### src/sv/mrd_pkg.sv
// Shared types, constants and length decode for the Modbus RTU response deframer.
package mrd_pkg;

    localparam int MAX_FRAME_BYTES_DEF = 256;
    localparam int MIN_FRAME_BYTES     = 5;

    localparam logic [8:0]  MAX_FRAME_RST = 9'd256;
    localparam logic [15:0] TIMEOUT_RST   = 16'd1000;

    // APB word addresses (bit 2 of paddr selects the register)
    localparam logic REG_MAX_FRAME = 1'b0;
    localparam logic REG_TIMEOUT   = 1'b1;

    localparam logic [7:0] FC_EXC_MASK   = 8'h80;
    localparam logic [7:0] FC_READ_COILS = 8'h01;
    localparam logic [7:0] FC_READ_DISC  = 8'h02;
    localparam logic [7:0] FC_READ_HOLD  = 8'h03;
    localparam logic [7:0] FC_READ_INPUT = 8'h04;
    localparam logic [7:0] FC_WR_COIL    = 8'h05;
    localparam logic [7:0] FC_WR_REG     = 8'h06;
    localparam logic [7:0] FC_WR_COILS   = 8'h0F;
    localparam logic [7:0] FC_WR_REGS    = 8'h10;

    localparam logic [8:0] LEN_EXCEPTION = 9'd5;
    localparam logic [8:0] LEN_WRITE     = 9'd8;
    localparam logic [8:0] LEN_READ_HDR  = 9'd3;
    localparam logic [8:0] LEN_CRC       = 9'd2;
    localparam logic [8:0] POS_FUNC      = 9'd2;
    localparam logic [8:0] POS_COUNT     = 9'd3;

    typedef enum logic [1:0] {
        MODE_START = 2'd0,
        MODE_BYTE  = 2'd1,
        MODE_TICK  = 2'd2
    } mode_t;

    typedef enum logic [2:0] {
        ST_IDLE     = 3'd0,
        ST_RECV     = 3'd1,
        ST_DONE     = 3'd2,
        ST_TIMEOUT  = 3'd3,
        ST_OVERFLOW = 3'd4,
        ST_TOOLARGE = 3'd5
    } status_t;

    // first member sits in the top bits; status lands in bits [2:0]
    typedef struct packed {
        logic       pad;
        logic       partial;
        logic [8:0] expected_length;
        logic [8:0] received_length;
        logic [7:0] byte_value;
        logic [7:0] byte_index;
        logic       byte_valid;
        status_t    status;
    } result_t;

    localparam int RESULT_W = $bits(result_t);

    typedef struct packed {
        logic [8:0]  max_frame_bytes;
        logic [15:0] timeout_ticks;
    } cfg_t;

    // length once nb bytes are held; fc is the function code, rx the latest byte
    function automatic logic [8:0] decode_length(input logic [8:0] nb,
                                                 input logic [7:0] fc,
                                                 input logic [7:0] rx);
        logic [8:0] len;
        len = '0;
        if (nb >= POS_FUNC) begin
            if ((fc & FC_EXC_MASK) != 8'h00) begin
                len = LEN_EXCEPTION;
            end
            else begin
                case (fc) inside
                    FC_READ_COILS, FC_READ_DISC, FC_READ_HOLD, FC_READ_INPUT:
                    begin
                        if (nb == POS_COUNT) begin
                            len = LEN_READ_HDR + {1'b0, rx} + LEN_CRC;
                        end
                    end
                    FC_WR_COIL, FC_WR_REG, FC_WR_COILS, FC_WR_REGS:
                    begin
                        len = LEN_WRITE;
                    end
                    default:
                    begin
                        len = '0;
                    end
                endcase
            end
        end
        return len;
    endfunction

endpackage

### src/sv/modbus_rtu_response_deframer_top.sv
// Top level of the Modbus RTU response deframer.
//
// Input stream: s_tuser carries the item kind (start, byte, tick), s_tdata the
// received byte. Every accepted item yields exactly one result on the output
// stream, with status, the stored byte and its index, the lengths so far and
// the partial-timeout flag packed into m_tdata.
// Each result is registered in the output register, or in the skid stage while
// the output stalls. Throughput: one item per cycle while s_tready is high; the
// frame state updates per accepted item, so item n+1 can follow item n directly.
// If the receiver stalls, one further item is held in a skid stage; s_tready
// drops only while that stage is full and rises again once the output moves.
// Reset clears the frame state (idle, no bytes, length unknown), empties the
// result path and loads the defaults: frame limit 256, timeout 1000 ticks.
// The APB port writes the frame limit at 0x0 and the timeout at 0x4; a write
// must not overlap an item in flight.
module modbus_rtu_response_deframer_top #(
    parameter int MAX_FRAME_BYTES = mrd_pkg::MAX_FRAME_BYTES_DEF
) (
    input  logic                         clk,
    input  logic                         rst_n,
    input  logic                         s_tvalid,
    output logic                         s_tready,
    input  logic [7:0]                   s_tdata,   // [7:0] rx_byte
    input  logic [1:0]                   s_tuser,   // [1:0] mode
    output logic                         m_tvalid,
    input  logic                         m_tready,
    // [2:0] status, [3] byte_valid, [11:4] byte_index, [19:12] byte_value,
    // [28:20] received_length, [37:29] expected_length, [38] partial, [39] zero
    output logic [mrd_pkg::RESULT_W-1:0] m_tdata,
    input  logic                         psel,
    input  logic                         penable,
    input  logic                         pwrite,
    input  logic [2:0]                   paddr,
    input  logic [31:0]                  pwdata,
    output logic [31:0]                  prdata,
    output logic                         pready
);

    mrd_pkg::cfg_t    cfg;
    mrd_pkg::result_t core_res;
    mrd_pkg::result_t m_res;
    logic             in_fire;

    assign pready  = 1'b1;
    assign in_fire = s_tvalid && s_tready;

    mrd_cfg u_cfg (
        .clk     (clk),
        .rst_n   (rst_n),
        .psel    (psel),
        .penable (penable),
        .pwrite  (pwrite),
        .paddr   (paddr),
        .pwdata  (pwdata),
        .prdata  (prdata),
        .cfg     (cfg)
    );

    mrd_core #(
        .MAX_FRAME_BYTES (MAX_FRAME_BYTES)
    ) u_core (
        .clk     (clk),
        .rst_n   (rst_n),
        .in_fire (in_fire),
        .mode    (s_tuser),
        .rx_byte (s_tdata),
        .cfg     (cfg),
        .result  (core_res)
    );

    mrd_out_buf u_out_buf (
        .clk       (clk),
        .rst_n     (rst_n),
        .in_valid  (s_tvalid),
        .in_ready  (s_tready),
        .in_data   (core_res),
        .out_valid (m_tvalid),
        .out_ready (m_tready),
        .out_data  (m_res)
    );

    assign m_tdata = m_res;

`ifndef NO_ASSERTIONS
    // input only blocks when the result path was stalled with a result waiting
    a_ready_drop: assert property (@(posedge clk) disable iff (!rst_n)
        !s_tready |-> $past(m_tvalid && !m_tready))
        else $error("s_tready low without a stalled result");

    a_done_len: assert property (@(posedge clk) disable iff (!rst_n)
        (m_tvalid && m_res.status == mrd_pkg::ST_DONE)
            |-> (m_res.received_length == m_res.expected_length))
        else $error("complete frame with mismatching length");

    a_byte_status: assert property (@(posedge clk) disable iff (!rst_n)
        (m_tvalid && m_res.byte_valid)
            |-> (m_res.status == mrd_pkg::ST_RECV || m_res.status == mrd_pkg::ST_DONE
                 || m_res.status == mrd_pkg::ST_TOOLARGE))
        else $error("stored byte reported with a non-receiving status");

    a_partial: assert property (@(posedge clk) disable iff (!rst_n)
        (m_tvalid && m_res.partial) |-> (m_res.status == mrd_pkg::ST_TIMEOUT))
        else $error("partial flag outside a timeout");
`endif

endmodule

### src/sv/mrd_cfg.sv
// APB configuration registers: frame limit and timeout.
module mrd_cfg (
    input  logic                clk,
    input  logic                rst_n,
    input  logic                psel,
    input  logic                penable,
    input  logic                pwrite,
    input  logic [2:0]          paddr,
    input  logic [31:0]         pwdata,
    output logic [31:0]         prdata,
    output mrd_pkg::cfg_t       cfg
);

    logic [8:0]  max_frame_reg;
    logic [15:0] timeout_reg;
    logic        wr_en;

    assign wr_en = psel && penable && pwrite;

    always_ff @(posedge clk or negedge rst_n)
    begin
        if (!rst_n)
        begin
            max_frame_reg <= mrd_pkg::MAX_FRAME_RST;
            timeout_reg   <= mrd_pkg::TIMEOUT_RST;
        end
        else if (wr_en)
        begin
            if (paddr[2] == mrd_pkg::REG_MAX_FRAME)
            begin
                max_frame_reg <= pwdata[8:0];
            end
            else
            begin
                timeout_reg <= pwdata[15:0];
            end
        end
    end

    always_comb
    begin
        if (paddr[2] == mrd_pkg::REG_TIMEOUT)
        begin
            prdata = {16'h0000, timeout_reg};
        end
        else
        begin
            prdata = {23'h0, max_frame_reg};
        end
    end

    assign cfg.max_frame_bytes = max_frame_reg;
    assign cfg.timeout_ticks   = timeout_reg;

endmodule

### src/sv/mrd_core.sv
// Frame state and per-item update: byte counting, length decode, timeout.
module mrd_core #(
    parameter int MAX_FRAME_BYTES = mrd_pkg::MAX_FRAME_BYTES_DEF
) (
    input  logic                clk,
    input  logic                rst_n,
    input  logic                in_fire,
    input  logic [1:0]          mode,
    input  logic [7:0]          rx_byte,
    input  mrd_pkg::cfg_t       cfg,
    output mrd_pkg::result_t    result
);

    // the 9-bit limit register caps the effective limit at 511
    localparam int LIM_MAX = (MAX_FRAME_BYTES < 511) ? MAX_FRAME_BYTES : 511;
    localparam int CNT_W   = $clog2(LIM_MAX + 1);

    logic             active_reg,   active_next;
    logic [CNT_W-1:0] count_reg,    count_next;
    logic [8:0]       expected_reg, expected_next;
    logic [7:0]       func_reg,     func_next;
    logic [15:0]      elapsed_reg,  elapsed_next;

    logic [8:0]       lim9;
    logic [CNT_W-1:0] lim;
    logic [CNT_W-1:0] nb;
    logic [8:0]       nb9;

    always_comb
    begin
        if (cfg.max_frame_bytes < 9'(mrd_pkg::MIN_FRAME_BYTES))
        begin
            lim9 = 9'(mrd_pkg::MIN_FRAME_BYTES);
        end
        else if (cfg.max_frame_bytes > 9'(LIM_MAX))
        begin
            lim9 = 9'(LIM_MAX);
        end
        else
        begin
            lim9 = cfg.max_frame_bytes;
        end
    end

    assign lim = lim9[CNT_W-1:0];
    assign nb  = count_reg + CNT_W'(1);
    assign nb9 = 9'(nb);

    always_comb
    begin
        active_next   = active_reg;
        count_next    = count_reg;
        expected_next = expected_reg;
        func_next     = func_reg;
        elapsed_next  = elapsed_reg;

        result            = '0;
        result.status     = active_reg ? mrd_pkg::ST_RECV : mrd_pkg::ST_IDLE;

        case (mrd_pkg::mode_t'(mode))
            mrd_pkg::MODE_START:
            begin
                active_next   = 1'b1;
                count_next    = '0;
                expected_next = '0;
                func_next     = '0;
                elapsed_next  = '0;
                result.status = mrd_pkg::ST_RECV;
                if (cfg.timeout_ticks == 16'h0000)
                begin
                    active_next   = 1'b0;
                    result.status = mrd_pkg::ST_TIMEOUT;
                end
            end
            mrd_pkg::MODE_BYTE:
            begin
                if (active_reg)
                begin
                    if (elapsed_reg >= cfg.timeout_ticks)
                    begin
                        active_next    = 1'b0;
                        result.status  = mrd_pkg::ST_TIMEOUT;
                        result.partial = (count_reg != '0);
                    end
                    else if (count_reg >= lim)
                    begin
                        active_next   = 1'b0;
                        result.status = mrd_pkg::ST_OVERFLOW;
                    end
                    else
                    begin
                        result.byte_valid = 1'b1;
                        result.byte_index = 8'(count_reg);
                        result.byte_value = rx_byte;
                        count_next        = nb;
                        if (nb9 == mrd_pkg::POS_FUNC)
                        begin
                            func_next = rx_byte;
                        end
                        result.status = mrd_pkg::ST_RECV;
                        if (expected_reg == '0)
                        begin
                            expected_next = mrd_pkg::decode_length(nb9, func_next, rx_byte);
                            if (expected_next > lim9)
                            begin
                                active_next   = 1'b0;
                                result.status = mrd_pkg::ST_TOOLARGE;
                            end
                        end
                        if (active_next && (expected_next != '0) && (nb9 == expected_next))
                        begin
                            active_next   = 1'b0;
                            result.status = mrd_pkg::ST_DONE;
                        end
                    end
                end
            end
            mrd_pkg::MODE_TICK:
            begin
                if (active_reg)
                begin
                    if (elapsed_reg != 16'hFFFF)
                    begin
                        elapsed_next = elapsed_reg + 16'd1;
                    end
                    if (elapsed_next >= cfg.timeout_ticks)
                    begin
                        active_next    = 1'b0;
                        result.status  = mrd_pkg::ST_TIMEOUT;
                        result.partial = (count_reg != '0);
                    end
                end
            end
            default:
            begin
            end
        endcase

        result.received_length = 9'(count_next);
        result.expected_length = expected_next;
    end

    always_ff @(posedge clk or negedge rst_n)
    begin
        if (!rst_n)
        begin
            active_reg   <= 1'b0;
            count_reg    <= '0;
            expected_reg <= '0;
            func_reg     <= '0;
            elapsed_reg  <= '0;
        end
        else if (in_fire)
        begin
            active_reg   <= active_next;
            count_reg    <= count_next;
            expected_reg <= expected_next;
            func_reg     <= func_next;
            elapsed_reg  <= elapsed_next;
        end
    end

endmodule

### src/sv/mrd_out_buf.sv
// Result register with skid stage; keeps the input open for one further result while the output stalls.
module mrd_out_buf (
    input  logic                  clk,
    input  logic                  rst_n,
    input  logic                  in_valid,
    output logic                  in_ready,
    input  mrd_pkg::result_t      in_data,
    output logic                  out_valid,
    input  logic                  out_ready,
    output mrd_pkg::result_t      out_data
);

    logic             out_valid_reg;
    logic             skid_valid_reg;
    mrd_pkg::result_t out_data_reg;
    mrd_pkg::result_t skid_data_reg;
    logic             in_fire;

    assign in_ready = !skid_valid_reg;
    assign in_fire  = in_valid && in_ready;

    always_ff @(posedge clk or negedge rst_n)
    begin
        if (!rst_n)
        begin
            out_valid_reg  <= 1'b0;
            skid_valid_reg <= 1'b0;
        end
        else if (!out_valid_reg || out_ready)
        begin
            if (skid_valid_reg)
            begin
                out_valid_reg  <= 1'b1;
                skid_valid_reg <= 1'b0;
            end
            else
            begin
                out_valid_reg <= in_fire;
            end
        end
        else if (in_fire)
        begin
            skid_valid_reg <= 1'b1;
        end
    end

    always_ff @(posedge clk)
    begin
        if (!out_valid_reg || out_ready)
        begin
            out_data_reg <= skid_valid_reg ? skid_data_reg : in_data;
        end
        else if (in_fire)
        begin
            skid_data_reg <= in_data;
        end
    end

    assign out_valid = out_valid_reg;
    assign out_data  = out_data_reg;

endmodule
### config.mk
export PLATFORM = sky130hd
export DESIGN_NAME = modbus_rtu_response_deframer_top
export DESIGN_NICKNAME = d
export VERILOG_FILES = /design/src/sv/mrd_pkg.sv /design/src/sv/modbus_rtu_response_deframer_top.sv /design/src/sv/mrd_cfg.sv /design/src/sv/mrd_core.sv /design/src/sv/mrd_out_buf.sv
export SDC_FILE = /design/constraint.sdc
export NUM_CORES = 1
export LEC_CHECK = 0
export ABC_CLOCK_PERIOD_IN_PS = 13000
export BUFFER_PORTS_ARGS = -buffer_cell sky130_fd_sc_hd__buf_4
export CORE_ASPECT_RATIO = 1.4
export CORE_MARGIN = 2
export CORE_UTILIZATION = 45
export DETAILED_ROUTE_END_ITERATION = 7
export PLACE_DENSITY = 0.69
export RECOVER_POWER = 50
export SLEW_MARGIN = 20
export SYNTH_ARGS = -nofsm -noshare
export SYNTH_HDL_FRONTEND = slang
export SYNTH_HIERARCHICAL = 1
export SYNTH_SLANG_ARGS = --single-unit
### constraint.sdc
create_clock -name clk -period 13 [get_ports clk]
set_input_delay 2.6 -clock clk [delete_from_list [all_inputs] [get_ports clk]]
set_output_delay 2.6 -clock clk [all_outputs]
set_load 0.05 [all_outputs]
==> results.md, run 1 <==
- Post-Syn Area: 9660 sq um
- Post-cts repair resize count: 0
- Die area: 22700 sq um
- Slew margin rel.: -166%
- CP Launch Type: input pin
- Fin crit share: 53.7%
- TritonCTS clock tree: yes
- First-pass GRT wire length: 35.0 mm
- CP arrival: 7160 ps
- HP Class: flip-flop to flip-flop
- Endpoint class of the critical path: flip-flop
- Total Nets Final: 1075
- WHS Endpoint: u_core/func_reg[6]
- Vias in the first global route: 6784
- Final setup vio count: 0
- Post-DRT Antenna Nets: 0
- Die Wd: 128 um
- Largest net degree at the start of global routing: 71
- Top_reg_cell synth: edfxtp_1
- Fin crit period: 6980 ps
- RePlAce Congestion: 0.899
- Bufs on Longest Clock Path: 2
- Post-DP HPWL: 16.0 mm
- Via-to-Cell Ratio: 5.72
- FF-to-FF Start: u_core/count_reg[0]
- Fin cells: 1234
- H-tree depth: 4
- Die height: 177 um
- Fmax: 0.143 GHz
- Drt total wl: 21.6 mm
- TNS Setup: 0 ps
- Area delta synth->final: 11.3%
- Seq/Total Area, Yosys: 43.1%
- Initial antenna violation count: 0
- Post-route DRC: 0
- CP max FO: 8
- Register-to-Register Path Depth: 18
- Later-pin clock latency in the skew report: 440 ps
- Layout cells sized above 1: 19.2%
- Pre-CTS setup slack: 5670 ps
- Diodes inserted: 0
- Clock buffer count from CTS: 17
- WS Path Type: input pin to flip-flop
- Syn avg cell area: 10.9 sq um
- Total gr overflow: 0
- Max-slew violations: 159
- Yosys warnings: 6
- Final instance area: 10700 sq um
- Tot GR Track Use: 19.7%
- Min-delay src: u_core/func_reg[6]
- # rows: 63
- Fill count: 1948
- Clock Pin Slew Worst Setup and Hold Paths: 60 ps
- Violated checks: capacitance limit, slew limit
- Leakage: 4.50 nW
- Post-synth EDFFs: 80
- Cts-stage hold buffer count: 0
- Initial DRC count: 332
- Initial Util: 45.7%
- DR WL/cell: 17.5 um
- Final Util: 50.9%
- Sinks on Clock Net: 150
- RR Endpoint: u_out_buf/out_data[0]
- IO Port Bufs: 91
- Pwr per Cell Area: 170 nW/um^2
- CP required: 13180 ps
- Clk_skew: 13.6 ps
- 1st-pass router iterations: 5
- Root Driver: clkbuf_16
- Synthesis-stage register bit count: 150
- Core area: 21100 sq um
- Mapped Cells: 888
- Cell total after placement: 1202
- Final Hold Viols: 0
- RSZ-0062 raised after global routing: no
- Total number of vias: 7055
- Io pins: 127
- Asr flop ratio synth: 46.7%
- Unique masters post-synth: 81
- Post-route setup slack: 6020 ps
- Post-Place Cell Area: 10400 sq um
- Max IR drop VDD: 0.103 mV
- Hold depth: 2
- Run status: finished with violations
- Max-Cap Viols: 3
- Post-CTS setup repair buffer count: 0
- Actual slew at the worst max-slew pin: 3990 ps
- R2r setup slk: 6860 ps
## worst max-delay path, cell delays in order
cell and delay, ps:
buf_4 140, a21oi_1 280, xnor2_1 210, a21oi_1 100, a2111oi_0 500, o22ai_2 140, a221oi_2 520, ha_1 340
o21ai_0 160, a21oi_1 60, nor4_1 200, o41ai_1 130, o311a_1 190, a21oi_1 130, or4b_1 460, nor4_2 450
o21ai_0 250, mux2_4 300
## cell families after synthesis
group	synth area share (%)
multiplexers	10.8
other	0.117
AO/OA/AOI/OAI	15.2
adder cells (fa/ha/maj)	8.03
XOR/XNOR	2.72
AND/OR/NAND/NOR	14.6
buffers and inverters	5.47
flip-flops	43.1
## placed cells by master (no fill, tap or decap), drive strengths merged, types with 6 or more instances in the layout
| master | count |
|---|---|
| and4 | 6 |
| nor3 | 22 |
| a22oi | 10 |
| clkinv | 6 |
| o21ai | 66 |
| ha | 62 |
| dfrtp | 63 |
| and2 | 24 |
| a2111oi | 6 |
| o22ai | 6 |
| a21oi | 32 |
| dfstp | 7 |
| nand2 | 65 |
| buf | 56 |
| edfxtp | 80 |
| a22o | 16 |
| xnor2 | 20 |
| a21o | 14 |
| nor2b | 8 |
| nor4 | 15 |
| nand4 | 17 |
| o21a | 6 |
| mux2 | 74 |
| xor2 | 10 |
| nor2 | 53 |
| nand3 | 20 |
| inv | 40 |
| and3 | 9 |
| conb | 18 |
| nand2b | 7 |
| clkbuf | 58 |
## synthesized netlist by cell type (all sizes together), types with 8 or more instances
library cell / number / share of area [%]
a21o: 14 / 1.1
a21oi: 32 / 1.7
a22o: 16 / 1.5
a22oi: 10 / 0.78
and2: 24 / 1.6
and3: 9 / 0.69
buf: 37 / 3.3
clkbuf: 21 / 0.82
dfrtp: 63 / 16
edfxtp: 80 / 25
ha: 62 / 8.0
inv: 33 / 1.3
mux2: 74 / 10
nand2: 65 / 2.6
nand3: 20 / 1.0
nand4: 17 / 1.3
nor2: 53 / 2.1
nor2b: 8 / 0.52
nor3: 22 / 1.1
nor4: 15 / 1.0
o21ai: 66 / 3.4
xnor2: 20 / 1.8
xor2: 10 / 0.91
## cell type report
type / instances / area [sq um] / area share (%)
clock buffers: 17 / 425 / 3.96
clock inverters: 15 / 168 / 1.56
inverters: 34 / 128 / 1.19
multi-input cells: 661 / 4960 / 46.1
flip-flops and latches: 150 / 4160 / 38.8
well taps: 260 / 325 / 3.03
repair buffers: 97 / 578 / 5.38
## how the worst max path moves through the flow
stage,startpoint,to,slack [ps],cells past startpoint
after floorplan,m_tready,u_out_buf/skid_data_reg[0],5840,2
after global placement,s_tdata[1],u_out_buf/out_data[0],5700,18
after detailed placement,s_tdata[1],u_out_buf/out_data[0],5670,18
after CTS,s_tdata[1],u_out_buf/out_data[0],6100,18
after global routing,s_tdata[1],u_out_buf/out_data[0],5780,18
final,s_tdata[1],u_out_buf/out_data[0],6020,18
## routing by layer
metal	global-route usage [%]	wire (um)	share of wire, %
met5	0	0	0
met1	23.2	8840	41
met3	3.53	999	4.6
met2	34.9	11100	52
met4	8.84	608	2.8
## through the flow
| stage | power, mW | hold slack, ps |
|---|---|---|
| final | 1.83 | 536 |
| after global routing | 1.94 | 560 |
| after CTS | 1.86 | 537 |
| after detailed placement | 1.35 | 525 |
| after global placement | 1.34 | 514 |
| after floorplan | 1.18 | 486 |
## power by group
part | switching, mW | leakage, nW | total, mW | internal [mW]
clock network | 0.211 | 0.293 | 0.499 | 0.288
logic | 0.419 | 2.51 | 0.676 | 0.257
registers | 0.0707 | 1.69 | 0.652 | 0.582
No activity file was read; power rests on OpenSTA's default activity.
==> run 2: changes to the inputs <==
--- a/config.mk
+++ b/config.mk
@@ -5,7 +5,8 @@
 export SDC_FILE = /design/constraint.sdc
 export NUM_CORES = 1
 export LEC_CHECK = 0
-export ABC_CLOCK_PERIOD_IN_PS = 13000
+export ABC_AREA = 1
+export ABC_CLOCK_PERIOD_IN_PS = 7070
 export BUFFER_PORTS_ARGS = -buffer_cell sky130_fd_sc_hd__buf_4
 export CORE_ASPECT_RATIO = 1.4
 export CORE_MARGIN = 2
==> constraint.sdc (replaced) <==
create_clock -name clk -period 7.07 [get_ports clk]
set_input_delay 1.414 -clock clk [delete_from_list [all_inputs] [get_ports clk]]
set_output_delay 1.414 -clock clk [all_outputs]
set_load 0.05 [all_outputs]
==> results.md, run 2 <==
- Run status: finished with violations
- Violated checks: capacitance limit, slew limit
- Ranking of synthesized cells by area: edfxtp_1, dfrtp_1, nand2_1
- Synthesis-stage register bit count: 150
- Mapped Cells: 1182
- Fill count: 1983
- Total gr overflow: 0
- Most frequent cells after synthesis: nand2_1, inv_1, nor2_1
- Tot GR Track Use: 21.1%
- Diodes inserted: 0
- Post-DP HPWL: 17.1 mm
- CP Launch Type: flip-flop
- IO Port Bufs: 91
- Initial Util: 46.0%
- Top_reg_cell synth: edfxtp_1
- Post-CTS setup repair buffer count: 0
- WS Path Type: flip-flop to flip-flop
- Largest area contributor in the netlist: edfxtp_1
- Yosys warnings: 6
- First-pass GRT wire length: 37.5 mm
- Max incr delay on CP: 510 ps
- Die area: 22200 sq um
- Fin cells: 1532
- Post-route DRC: 0
- Leakage: 5.20 nW
- M2 GR Usage: 38.0%
- Syn avg cell area: 8.01 sq um
- Endpoint class of the critical path: flip-flop
- Cell with the most instances after synthesis: nand2_1
- Later-pin clock latency in the skew report: 430 ps
- TNS Setup: 0 ps
- Slowest stage cell, crit path: dfrtp_1
- Most common cell after layout, fill and taps aside: nand2_1
- Actual slew at the worst max-slew pin: 3940 ps
- Root Driver: clkbuf_16
- Initial antenna violation count: 0
- Clock buffer count from CTS: 17
- 1st-pass router iterations: 8
- Max-Cap Viols: 3
- Post-synth EDFFs: 80
- Max-slew violations: 157
- Fin crit period: 5220 ps
- Sinks on Clock Net: 150
- Unique masters post-synth: 49
- Fin crit share: 73.9%
- Via-to-Cell Ratio: 5.23
- Initial DRC count: 611
- Layout cells sized above 1: 11.1%
- Total number of vias: 8017
- Pwr per Cell Area: 358 nW/um^2
- GRT Max-Usage Layer: met2
- CP arrival: 5520 ps
- CP max FO: 14
- # rows: 62
- Io pins: 127
- TritonCTS clock tree: yes
- Fmax: 0.191 GHz
- GR Util met3: 3.17%
- Asr flop ratio synth: 46.7%
- Die height: 176 um
- Drt total wl: 23.2 mm
- Grt met1 use: 25.4%
- DR WL/cell: 15.2 um
- Final Hold Viols: 0
- Post-DRT Antenna Nets: 0
- Final setup vio count: 0
- Seq/Total Area, Yosys: 44.0%
- Post-cts repair resize count: 0
- Bufs on Longest Clock Path: 2
- Commonest cells after routing, fill and taps aside: nand2_1, inv_1, nor2_1
- Die Wd: 127 um
- Pre-CTS setup slack: 1870 ps
- Yosys top cell area share: 25.4%
- Cell total after placement: 1499
- Total Nets Final: 1377
- Largest net degree at the start of global routing: 71
- CP most frequent cell: nand2_1
- Area delta synth->final: 12.5%
- Clock Pin Slew Worst Setup and Hold Paths: 70 ps
- H-tree depth: 4
- Post-Syn Area: 9470 sq um
- HP Class: flip-flop to flip-flop
- Max IR drop VDD: 0.190 mV
- Core area: 20600 sq um
- Post-route setup slack: 1850 ps
- Slew margin rel.: -163%
- RSZ-0062 raised after global routing: no
- Vias in the first global route: 7559
- RePlAce Congestion: 0.901
- Clk_skew: 12.5 ps
- CP required: 7370 ps
- Cts-stage hold buffer count: 0
run 2: cell count changes after synthesis, moves of 12 or more:
| cell | delta |
|---|---|
| nor2_1 | +34 |
| nand3_1 | +63 |
| nand2_2 | +23 |
| o22ai_1 | +27 |
| o21ai_0 | -16 |
| a21o_1 | -13 |
| xnor2_1 | -20 |
| and2_1 | -23 |
| nand2_1 | +290 |
| clkbuf_1 | -12 |
| mux2_2 | -27 |
| inv_1 | +117 |
| a22o_1 | -16 |
| mux2_4 | -47 |
run 2: metal layers:
metal / wire length, um / vias to the layer above
met1: 9640 / 3696
li1: - / 4020
met4: 437 / 0
met2: 12000 / 268
met5: 0 / -
met3: 1170 / 33
run 2: per-stage QoR:
| step | area [sq um] | hold WS [ps] | utilization (%) | total power, mW |
|---|---|---|---|---|
| floorplan | 9520 | 450 | - | 2.54 |
| global placement | 10200 | 459 | 49.7 | 2.94 |
| detailed placement | 10200 | 467 | 49.7 | 2.96 |
| CTS | 10800 | 477 | 52.3 | 3.84 |
| global route | 10600 | 501 | 51.8 | 4.08 |
| finish | 10600 | 475 | 51.8 | 3.81 |
run 2: worst paths after layout:
check,from,end,slack [ps],cells past startpoint
setup / recovery,u_core/count_reg[0],u_out_buf/out_data[1],1850,34
hold / removal,u_cfg/timeout_reg[5],u_cfg/timeout_reg[5],480,2
setup reg to reg,u_core/count_reg[0],u_out_buf/out_data[1],1850,34
hold reg to reg,u_cfg/timeout_reg[5],u_cfg/timeout_reg[5],480,2
max in group asynchronous,rst_n,u_core/elapsed_reg[14],2500,1
min in group asynchronous,rst_n,u_core/func_reg[3],2340,1
run 2: worst max-delay path: cells and delay by family, from the launching register on:
kind | cells | cell delay, ps
flip-flops | 1 | 510
AND/OR/NAND/NOR | 25 | 3080
adder cells (fa/ha/maj) | 2 | 540
AO/OA/AOI/OAI | 7 | 970
run 2: power breakdown:
part / switching, mW / total [mW] / internal [mW]
Combinational: 1.23 / 1.75 / 0.512
Clock: 0.380 / 0.866 / 0.486
Sequential: 0.107 / 1.20 / 1.09
Total: 1.72 / 3.81 / 2.09
run 2: kinds of logic (layout without fill, tap and decap cells):
group | count (synthesis) | in the layout | share of synthesized area, %
DFF | 150 | 150 | 44.0
other | 3 | 18 | 0.119
AOI/OAI and AO/OA | 148 | 148 | 9.09
adders and majority gates | 62 | 62 | 8.19
buffers and inverters | 205 | 284 | 10.2
and+or+nand+nor | 605 | 605 | 27.6
xor gates and xnor gates | 9 | 9 | 0.833
run 2: layout make-up:
| class | count | area [sq um] | share of cell area (%) |
|---|---|---|---|
| Multi-Input combinational cell | 842 | 4410 | 41.4 |
| Sequential cell | 150 | 4160 | 39.1 |
| Timing Repair Buffer | 97 | 621 | 5.83 |
| Inverter | 155 | 589 | 5.54 |
| Clock buffer | 21 | 440 | 4.14 |
| Tap cell | 256 | 320 | 3.01 |
| Clock inverter | 11 | 105 | 0.987 |
